--- src/sv/urd_pkg.sv ---
// Shared types and constants for the unsigned restoring divider.
package urd_pkg;

	// Port word width; the result is carried internally at full width
	localparam int unsigned HALF_W = 64;
	localparam int unsigned FULL_W = 2 * HALF_W;

	typedef logic [FULL_W-1:0] full_t;

	// Per-stage control that travels alongside the payload
	typedef struct packed {
		logic valid;
		logic den_zero;
	} ctl_t;

endpackage

--- src/sv/urd_stage.sv ---
// One pipeline stage of the restoring divider: resolves a single quotient bit.
module urd_stage #(
	parameter int unsigned WIDTH = 128
) (
	input  logic                 clk,
	input  logic                 arst_n,
	input  urd_pkg::ctl_t        ctl_in,
	input  logic [WIDTH-1:0]     rem_in,
	input  logic [WIDTH-1:0]     dq_in,
	input  logic [WIDTH-1:0]     den_in,
	output urd_pkg::ctl_t        ctl_out,
	output logic [WIDTH-1:0]     rem_out,
	output logic [WIDTH-1:0]     dq_out,
	output logic [WIDTH-1:0]     den_out
);

	logic [WIDTH:0]   partial;
	logic [WIDTH+1:0] diff;
	logic             fits;
	logic [WIDTH-1:0] rem_next;

	// Shift the next dividend bit into the partial remainder, trial subtract
	always_comb begin
		partial  = {rem_in, dq_in[WIDTH-1]};
		diff     = {1'b0, partial} - {2'b00, den_in};
		fits     = ~diff[WIDTH+1];
		rem_next = fits ? diff[WIDTH-1:0] : partial[WIDTH-1:0];
	end

	// Control register
	always_ff @(posedge clk or negedge arst_n) begin
		if (!arst_n) begin
			ctl_out <= '0;
		end else begin
			ctl_out <= ctl_in;
		end
	end

	// Payload register; dividend bits leave at the top, quotient bits enter below
	always_ff @(posedge clk) begin
		if (ctl_in.valid) begin
			rem_out <= rem_next;
			dq_out  <= {dq_in[WIDTH-2:0], fits};
			den_out <= den_in;
		end
	end

endmodule
--- config.mk ---
export PLATFORM = sky130hd
export DESIGN_NAME = urd_stage
export DESIGN_NICKNAME = d
export VERILOG_FILES = /design/src/sv/urd_pkg.sv /design/src/sv/urd_stage.sv
export SDC_FILE = /design/constraint.sdc
export NUM_CORES = 1
export LEC_CHECK = 0
export ABC_CLOCK_PERIOD_IN_PS = 800
export BUFFER_PORTS_ARGS = -buffer_cell sky130_fd_sc_hd__buf_4
export CORE_AREA = 2 2 305 307
export CTS_CLUSTER_SIZE = 24
export DETAILED_ROUTE_END_ITERATION = 10
export DIE_AREA = 0 0 307 309
export HOLD_SLACK_MARGIN = 0.03
export PLACE_DENSITY_LB_ADDON = 0.08
export SETUP_SLACK_MARGIN = 0.1
export SLEW_MARGIN = 20
export SYNTH_ARGS = -nofsm -noshare
export SYNTH_HDL_FRONTEND = slang
export SYNTH_SLANG_ARGS = --single-unit
--- constraint.sdc ---
create_clock -name clk -period 0.8 [get_ports clk]
set_input_delay 0.08 -clock clk [delete_from_list [all_inputs] [get_ports clk]]
set_output_delay 0.08 -clock clk [all_outputs]
set_load 0.03 [all_outputs]
# Word level (Yosys, flattened, before mapping)
# Cells that the tools add are included.
[classes] addsub=1 n_bitwise=1 n_mux=1
[ops] op="$sub 129x128->130" count=1
[ops] op="$mux 128" count=1
[ops] op="$not 1->1" count=1
[totals] regBits=386 out_inout_bits=386 elab_cells=8 input_bits=388

# Logic depth before layout (Yosys ltp)
# Gate-level depths: netlist (run 1).
[logic_depth] word_depth=2 mapped_depth=17 mapped_depth_nobuf=15

# Worst setup path after synthesis (run 1)
# OpenSTA, ideal clock, no wires.
[synth_timing] kind="in2reg" from="in dq_in[127]" to="reg rem_out[124] (data pin)" arrival_time_ns=2.838 setup_slack_ns=-2.301 t_required_ns=0.536 n_path_buf=0 stages=15 setup_time_ns=0.264 cell_sequence="inv_1 > ha_1 > inv_1 > fa_1 > a21o_1 > a311o_1 > a22oi_1 > o21ai_1 > a22oi_1 > a211oi_2 > o31ai_2 > o41ai_2 > a31oi_1 > xor2_1 > o21ai_1"
[synth_between] elab_chain_len=2
[synth_rtl] element="from (decl)" line_no="urd_stage.sv:9" text="input logic [WIDTH-1:0] dq_in,"
[synth_rtl] element="$sub 129x128->130" line_no="urd_stage.sv:25" text="diff = {1'b0, partial} - {2'b00, den_in};"
[synth_rtl] element="$mux 128" line_no="urd_stage.sv:27" text="rem_next = fits ? diff[WIDTH-1:0] : partial[WIDTH-1:0];"
[synth_rtl] element="net rem_next[124]" line_no="urd_stage.sv:20" text="logic [WIDTH-1:0] rem_next;"
[synth_rtl] element="to (signal assigned)" line_no="urd_stage.sv:42" text="rem_out <= rem_next;"
[synth_rtl] element="to (decl)" line_no="urd_stage.sv:12" text="output logic [WIDTH-1:0] rem_out,"
# The timed path passes the listed nets, and every way through them passes these cells.
# A chain may end at the register's enable or synchronous reset.

# Final worst setup path (run 1)
[layout_timing] from="in rem_in[3]" to="reg rem_out[99] (data pin)"
[layout_between] elab_chain_len=2
[layout_rtl] element="from (decl)" line_no="urd_stage.sv:8" text="input logic [WIDTH-1:0] rem_in,"
[layout_rtl] element="$sub 129x128->130" line_no="urd_stage.sv:25"
[layout_rtl] element="$mux 128" line_no="urd_stage.sv:27"
[layout_rtl] element="net rem_next[99]" line_no="urd_stage.sv:20"
# The timed path passes the listed nets, and every way through them passes these cells.

==> impl_results.md, run 1 <==
* GPL Wtd Cong at 0.866
* Comb power frac at 0.409
* Routed Wire Length at 110 mm
* Area delta synth->final at 107%
* Vias at 23900
* Commonest non-fill, non-tap cell in the layout: buf_4
* Clk sinks at 386
* Crit path arrival time at 3.08 ns
* IO Port Bufs at 773
* Synth area leader: edfxtp_1
* Yosys Warn Count at 0
* Die ar. at 94900 um^2
* Core area at 91400 um^2
* Max Root-Sink Buffers at 3
* H-Tree Depth at 2
* Crit. End Element: flip-flop
* Peak supply drop at 1.46 mV
* Share of cells above drive strength 1 at 0.516
* WS Path Type: in2reg
* RSZ-0062 raised after global routing: true
* Max-Cap Viols at 0
* Crit path from: rem_in[3]
* CP Cell Sequence: buf_12 -> ha_4 -> a21o_1 -> buf_6 -> a31oi_4 -> a21o_1 -> a2111o_1 -> a21oi_4 -> o21bai_4 -> a21boi_2 -> or4_4 -> nand2_8 -> inv_16 -> buf_16 -> clkbuf_16 -> nor2_1 -> a21oi_1
* Vias/cell at 4.54
* Seq/Total Area, Yosys at 0.531
* Library cells used by synthesis at 81
* Setup Viol. Count Final at 515
* Status: finished with violations
* Top cell type's share of synthesized area at 0.529
* Initial DRC count at 1093
* Setup_tns at -408.91 ns
* Drt wl/cell at 21.0 um
* Final Max Slew Viols at 0
* Rel. slew slack at 0.612
* Worst Max-Slew Pin Slew at 0.582 ns
* EDFF count, synth at 384
* First-pass GRT wire length at 158 mm
* Non-Filler Instances at 5267
* Routed Antenna Nets at 0
* Area occupied by multi-input gates at 11600 um^2
* Crit start category: input pin
* Switching share of power at 0.339
* Placed Cells at 4712
* Count of state elements after synthesis at 386
* # rows at 111
* Starting density of the core at 0.239
* FILL cells at 8448
* Worst Hold Endpoint: rem_out[48]$_DFFE_PP_
* Drc violations at 0
* Die Height at 309 um
* Pleak at 0.0195 uW
* Internal power at 53100 uW
* Final period util at 3.39
* Failing checks: hold timing, setup timing
* Mapped Cells at 2081
* Class of the worst hold path: in2reg
* Tmin final at 2.71 ns
* Post-synth top flop: edfxtp_1
* Final #Nets at 4560
* Fin util at 0.493
* Syn_area_per_cell at 10.5 um^2
* Cts bufs inserted at 48
* Post-synthesis cell area at 21800 um^2
* Post-DP HPWL at 86.3 mm
* CP max-delay cell: or4_4
* Reg power frac at 0.327
* Initial antenna violation count at 8
* CTS tree: yes
* Hold depth at 2
* Ranking of synthesized cells by area: edfxtp_1 53%, ha_1 7.3%, a21oi_1 6.2%
* Most frequent cells in the layout: 1130 x buf_4, 415 x buf_6, 387 x dlygate4sd3_1, 384 x edfxtp_1, 166 x a21oi_1
* Largest net degree at the start of global routing at 34
* Pwr per Cell Area at 1780 nW/um^2
* Total power draw at 80200 uW
* CP top delay family: compound AO/OA/AOI/OAI gates
* Register Area at 11600 um^2
* CP max FO at 10
* Max Fclk at 369 MHz
* Most used cell, CP: a21o_1
* Clock group share of total power at 0.264
* I/O pins at 774
* Grt ovf at 0
* Final Worst Setup Slack at -1.91 ns
* Syn_nets at 2598
* Net Sw Power at 27200 uW
* Final instance area at 45000 um^2
* Final Hold Fails at 57
* Chip width at 307 um
* Drt pass-1 iters at 5
* CP Data Required Time at 1.17 ns
* Dpl cell area at 35200 um^2
* CTS root buf: clkbuf_16
* GRT Util Overall at 0.221
* Asr flop ratio synth at 0.00518
* WHS at -0.0908 ns
* CP peak stage delay at 0.58 ns
* Vias in the first global route at 25300
* Worst Path Buf+Inv at 5
* Hold Crit Start: ctl_in[1]
* Worst-path clk slew at 0.06 ns
-- state kept, by name (all words and copies together) (netlist names) --
name     count
den_out    128
dq_out     128
rem_out    128
ctl_out      2
-- how the worst max path moves through the flow --
stage,to,cells past startpoint
2_1_floorplan,rem_out[124]$_DFFE_PP_,15
3_3_place_gp,rem_out[89]$_DFFE_PP_,15
3_5_place_dp,rem_out[89]$_DFFE_PP_,15
4_1_cts,rem_out[75]$_DFFE_PP_,18
5_1_grt,rem_out[94]$_DFFE_PP_,17
6_report,rem_out[99]$_DFFE_PP_,17
-- power groups by stage --
stage	Combinational, uW	Sequential [uW]	Clock [uW]
floorplan	8360	30600	0
global placement	26300	26200	0
detailed placement	26300	26200	0
CTS	30900	25800	22000
global route	34800	26400	22800
finish	32800	26200	21200
-- metrics by stage --
step | setup slack (ns) | hold WS [ns]
finish | -1.91 | -0.0908
global placement | -3.01 | -0.135
floorplan | -2.07 | -0.216
detailed placement | -2.93 | -0.133
global route | -1.97 | -0.0887
CTS | -1.93 | -0.410
-- cell families (layout without fill, tap and decap cells) --
logic type,after synthesis,count (layout),synth area share
adder cells (fa/ha/maj),129,129,0.0744
flip-flops,386,386,0.531
multiplexers,3,3,0.00184
AND/OR/NAND/NOR,592,592,0.125
XOR/XNOR,119,119,0.0478
other,0,1,0
AO/OA/AOI/OAI,618,618,0.173
buffers and inverters,234,2233,0.0473
-- area by class of cell --
cell class / count / area share
Tap cell: 1186 / 0.0330
Inverter: 158 / 0.0145
Sequential cell: 386 / 0.257
Multi-Input combinational cell: 1461 / 0.257
Timing Repair Buffer: 1988 / 0.405
Clock buffer: 56 / 0.0278
Clock inverter: 31 / 0.00536
Antenna cell: 1 / 0.0000556
-- synthesized netlist by cell type, drive strengths merged (6+ instances only) --
cell type / number
nor2: 215
a21boi: 6
nand2: 188
clkbuf: 40
xor2: 57
xnor2: 62
nand4: 52
nor3: 35
a21oi: 270
and2: 8
o21bai: 31
and3: 10
a31oi: 21
o21a: 13
buf: 36
nand3: 19
inv: 158
nor3b: 9
or3: 7
ha: 128
nor2b: 11
o21ai: 132
nand2b: 12
nor4: 8
o211ai: 8
edfxtp: 384
a21o: 54
a211oi: 11
o31ai: 20
-- layer usage --
layer / track usage / routed length (um) / vias to the layer above / part of all wire
met4: 0.0602 / 2910 / 12 / 0.026
met3: 0.0419 / 5700 / 115 / 0.052
met2: 0.412 / 57200 / 591 / 0.52
li1: - / - / 11600 / -
met5: 0 / 69 / - / 0.00062
met1: 0.257 / 44600 / 11600 / 0.40
-- what timing repair did --
action	in CTS	in global routing
hold endpoints to repair	446	63
resized for setup	398	485
pin swaps	98	58
endpoints found under the setup margin	515	527
gates cloned	9	8
setup buffers	53	14
hold buffers	382	7
Power figures use the tool's default switching activity.
==> run 2, diff against run 1 <==
--- a/config.mk
+++ b/config.mk
@@ -12,7 +12,7 @@
 export DETAILED_ROUTE_END_ITERATION = 10
 export DIE_AREA = 0 0 307 309
 export HOLD_SLACK_MARGIN = 0.03
-export PLACE_DENSITY_LB_ADDON = 0.08
+export PLACE_DENSITY_LB_ADDON = 0.2
 export SETUP_SLACK_MARGIN = 0.1
 export SLEW_MARGIN = 20
 export SYNTH_ARGS = -nofsm -noshare
==> run 2 against run 1 <==
Net effect:
- the flow still finishes with violations (hold timing, setup timing)
- first-iteration DRC count grew 23%
- fmax fell by 3.1%
- final cell count decreased by 0.53%
- design area grew 1.6%
- setup slack got worse by 0.087 ns
- flip-flop and latch count did not move
- critical path depth grew 1
- die area unchanged
- via count grew 0.69%
- hold slack worse by 0.24 ns
==> impl_results.md, run 2 (synthesized netlist as in run 1, its figures left out) <==
* Max Root-Sink Buffers at 3
* Setup_tns at -485.52 ns
* GPL Wtd Cong at 0.888
* Max Fclk at 357 MHz
* Most frequent cells in the layout: 1060 x buf_4, 425 x buf_6, 384 x edfxtp_1, 384 x dlygate4sd3_1, 143 x nand2_1
* Pleak at 0.0196 uW
* Final #Nets at 4524
* Final instance area at 45800 um^2
* H-Tree Depth at 2
* CP Cell Sequence: buf_4 -> ha_1 -> buf_4 -> a21oi_1 -> o21ai_1 -> a21o_1 -> a211oi_2 -> buf_4 -> o211a_1 -> buf_12 -> a211oi_4 -> o31ai_4 -> buf_6 -> o41ai_2 -> buf_4 -> a21oi_2 -> xor2_1 -> o21ai_1
* Status: finished with violations
* Vias/cell at 4.60
* Vias in the first global route at 25600
* IO Port Bufs at 773
* Most used cell, CP: buf_4
* Vias at 24100
* Worst-path clk slew at 0.06 ns
* Dpl cell area at 34800 um^2
* Pre-CTS setup slack at -3.12 ns
* I/O pins at 774
* CP max-delay cell: ha_1
* Commonest non-fill, non-tap cell in the layout: buf_4
* Rel. slew slack at 0.440
* Die Height at 309 um
* Total power draw at 82600 uW
* Setup Viol. Count Final at 719
* Largest net degree at the start of global routing at 37
* Post-DP HPWL at 82.2 mm
* Crit start category: input pin
* Failing checks: hold timing, setup timing
* Drt pass-1 iters at 5
* Final Hold Fails at 3
* Final Max Slew Viols at 0
* CP Depth at 18
* CTS tree: yes
* Grt ovf at 0
* Clk sinks at 386
* Routed Antenna Nets at 0
* Final Worst Setup Slack at -2.00 ns
* Drt wl/cell at 20.9 um
* Initial antenna violation count at 8
* CP max FO at 5
* CP top delay family: compound AO/OA/AOI/OAI gates
* Die ar. at 94900 um^2
* Peak supply drop at 1.50 mV
* Pwr per Cell Area at 1810 nW/um^2
* Class of the worst hold path: in2reg
* Tmin final at 2.80 ns
* Starting density of the core at 0.239
* Biggest regs: den_out: 128 flops, dq_out: 128 flops, rem_out: 128 flops
* WS Path Type: in2reg
* Non-Filler Instances at 5239
* Initial DRC count at 1342
* Chip width at 307 um
* GRT Util Overall at 0.216
* Max-Cap Viols at 0
* Final period util at 3.50
* Crit path arrival time at 3.17 ns
* First-pass GRT wire length at 156 mm
* Cts bufs inserted at 49
* Placed Cells at 4656
* Share of cells above drive strength 1 at 0.527
* Area delta synth->final at 110%
* CP peak stage delay at 0.30 ns
* Drc violations at 0
* CTS root buf: clkbuf_16
* # rows at 111
* Worst Max-Slew Pin Slew at 0.840 ns
* CP Data Required Time at 1.17 ns
* Core area at 91400 um^2
* Worst Path Buf+Inv at 6
* Routed Wire Length at 109 mm
* WHS at -0.330 ns
* RSZ-0062 raised after global routing: true
* Hold depth at 1
* Crit. End Element: flip-flop
==> run 2: changes by cell type in the layout (fill, tap and decap cells not counted), sizes merged <==
cell	previous run	this run
dlygate4sd3	387	384
buf	1595	1563
diode	1	6
inv	162	161
bufinv	2	5
clkbuf	62	65
clkinvlp	3	5
clkinv	22	17
==> run 2: worst paths after layout <==
kind	startpoint	endpoint	slack (ns)
max	rem_in[30]	rem_out[120]$_DFFE_PP_	-2.00
min	den_in[0]	den_out[0]$_DFFE_PP_	-0.33
max in group asynchronous	arst_n	ctl_out[0]$_DFF_PN0_	0.31
min in group asynchronous	arst_n	ctl_out[1]$_DFF_PN0_	0.36
==> run 2: cell type report <==
cell class | count | area (um^2)
fillers | 8185 | 45600
repair buffers | 1950 | 18200
multi-input cells | 1461 | 12200
flip-flops and latches | 386 | 11600
well taps | 1186 | 1480
clock buffers | 62 | 1270
inverters | 158 | 692
clock inverters | 29 | 327
repair inverters | 1 | 16.3
diodes | 6 | 15.0
==> run 2: what timing repair did <==
item / CTS / global route
setup buffers: 61 / 35
endpoints found under the setup margin: 515 / 746
endpoints found under the hold margin: 430 / 23
pin swaps: 88 / 106
cloned: 20 / 4
hold buffers: 382 / 3
gates resized for setup: 440 / 648
==> run 2: layer usage <==
| layer | routed length [um] | vias to the layer above | GRT usage |
|---|---|---|---|
| met5 | 49 | - | 0 |
| met1 | 43100 | 11700 | 0.249 |
| li1 | - | 11500 | - |
| met4 | 2950 | 8 | 0.0584 |
| met3 | 6100 | 148 | 0.0425 |
| met2 | 57100 | 700 | 0.404 |
==> run 2: power breakdown <==
part           total, uW  switching, uW  internal (uW)
sequential         26200           1120          25100
combinational      34200          17400          16700
clock              22300           9270          13000
==> run 2: per-stage QoR <==
| step | hold slack [ns] | util |
|---|---|---|
| global placement | -0.137 | 0.381 |
| detailed placement | -0.133 | 0.381 |
| global route | -0.363 | 0.501 |
| finish | -0.330 | 0.501 |
| floorplan | -0.216 | - |
| CTS | -0.412 | 0.473 |
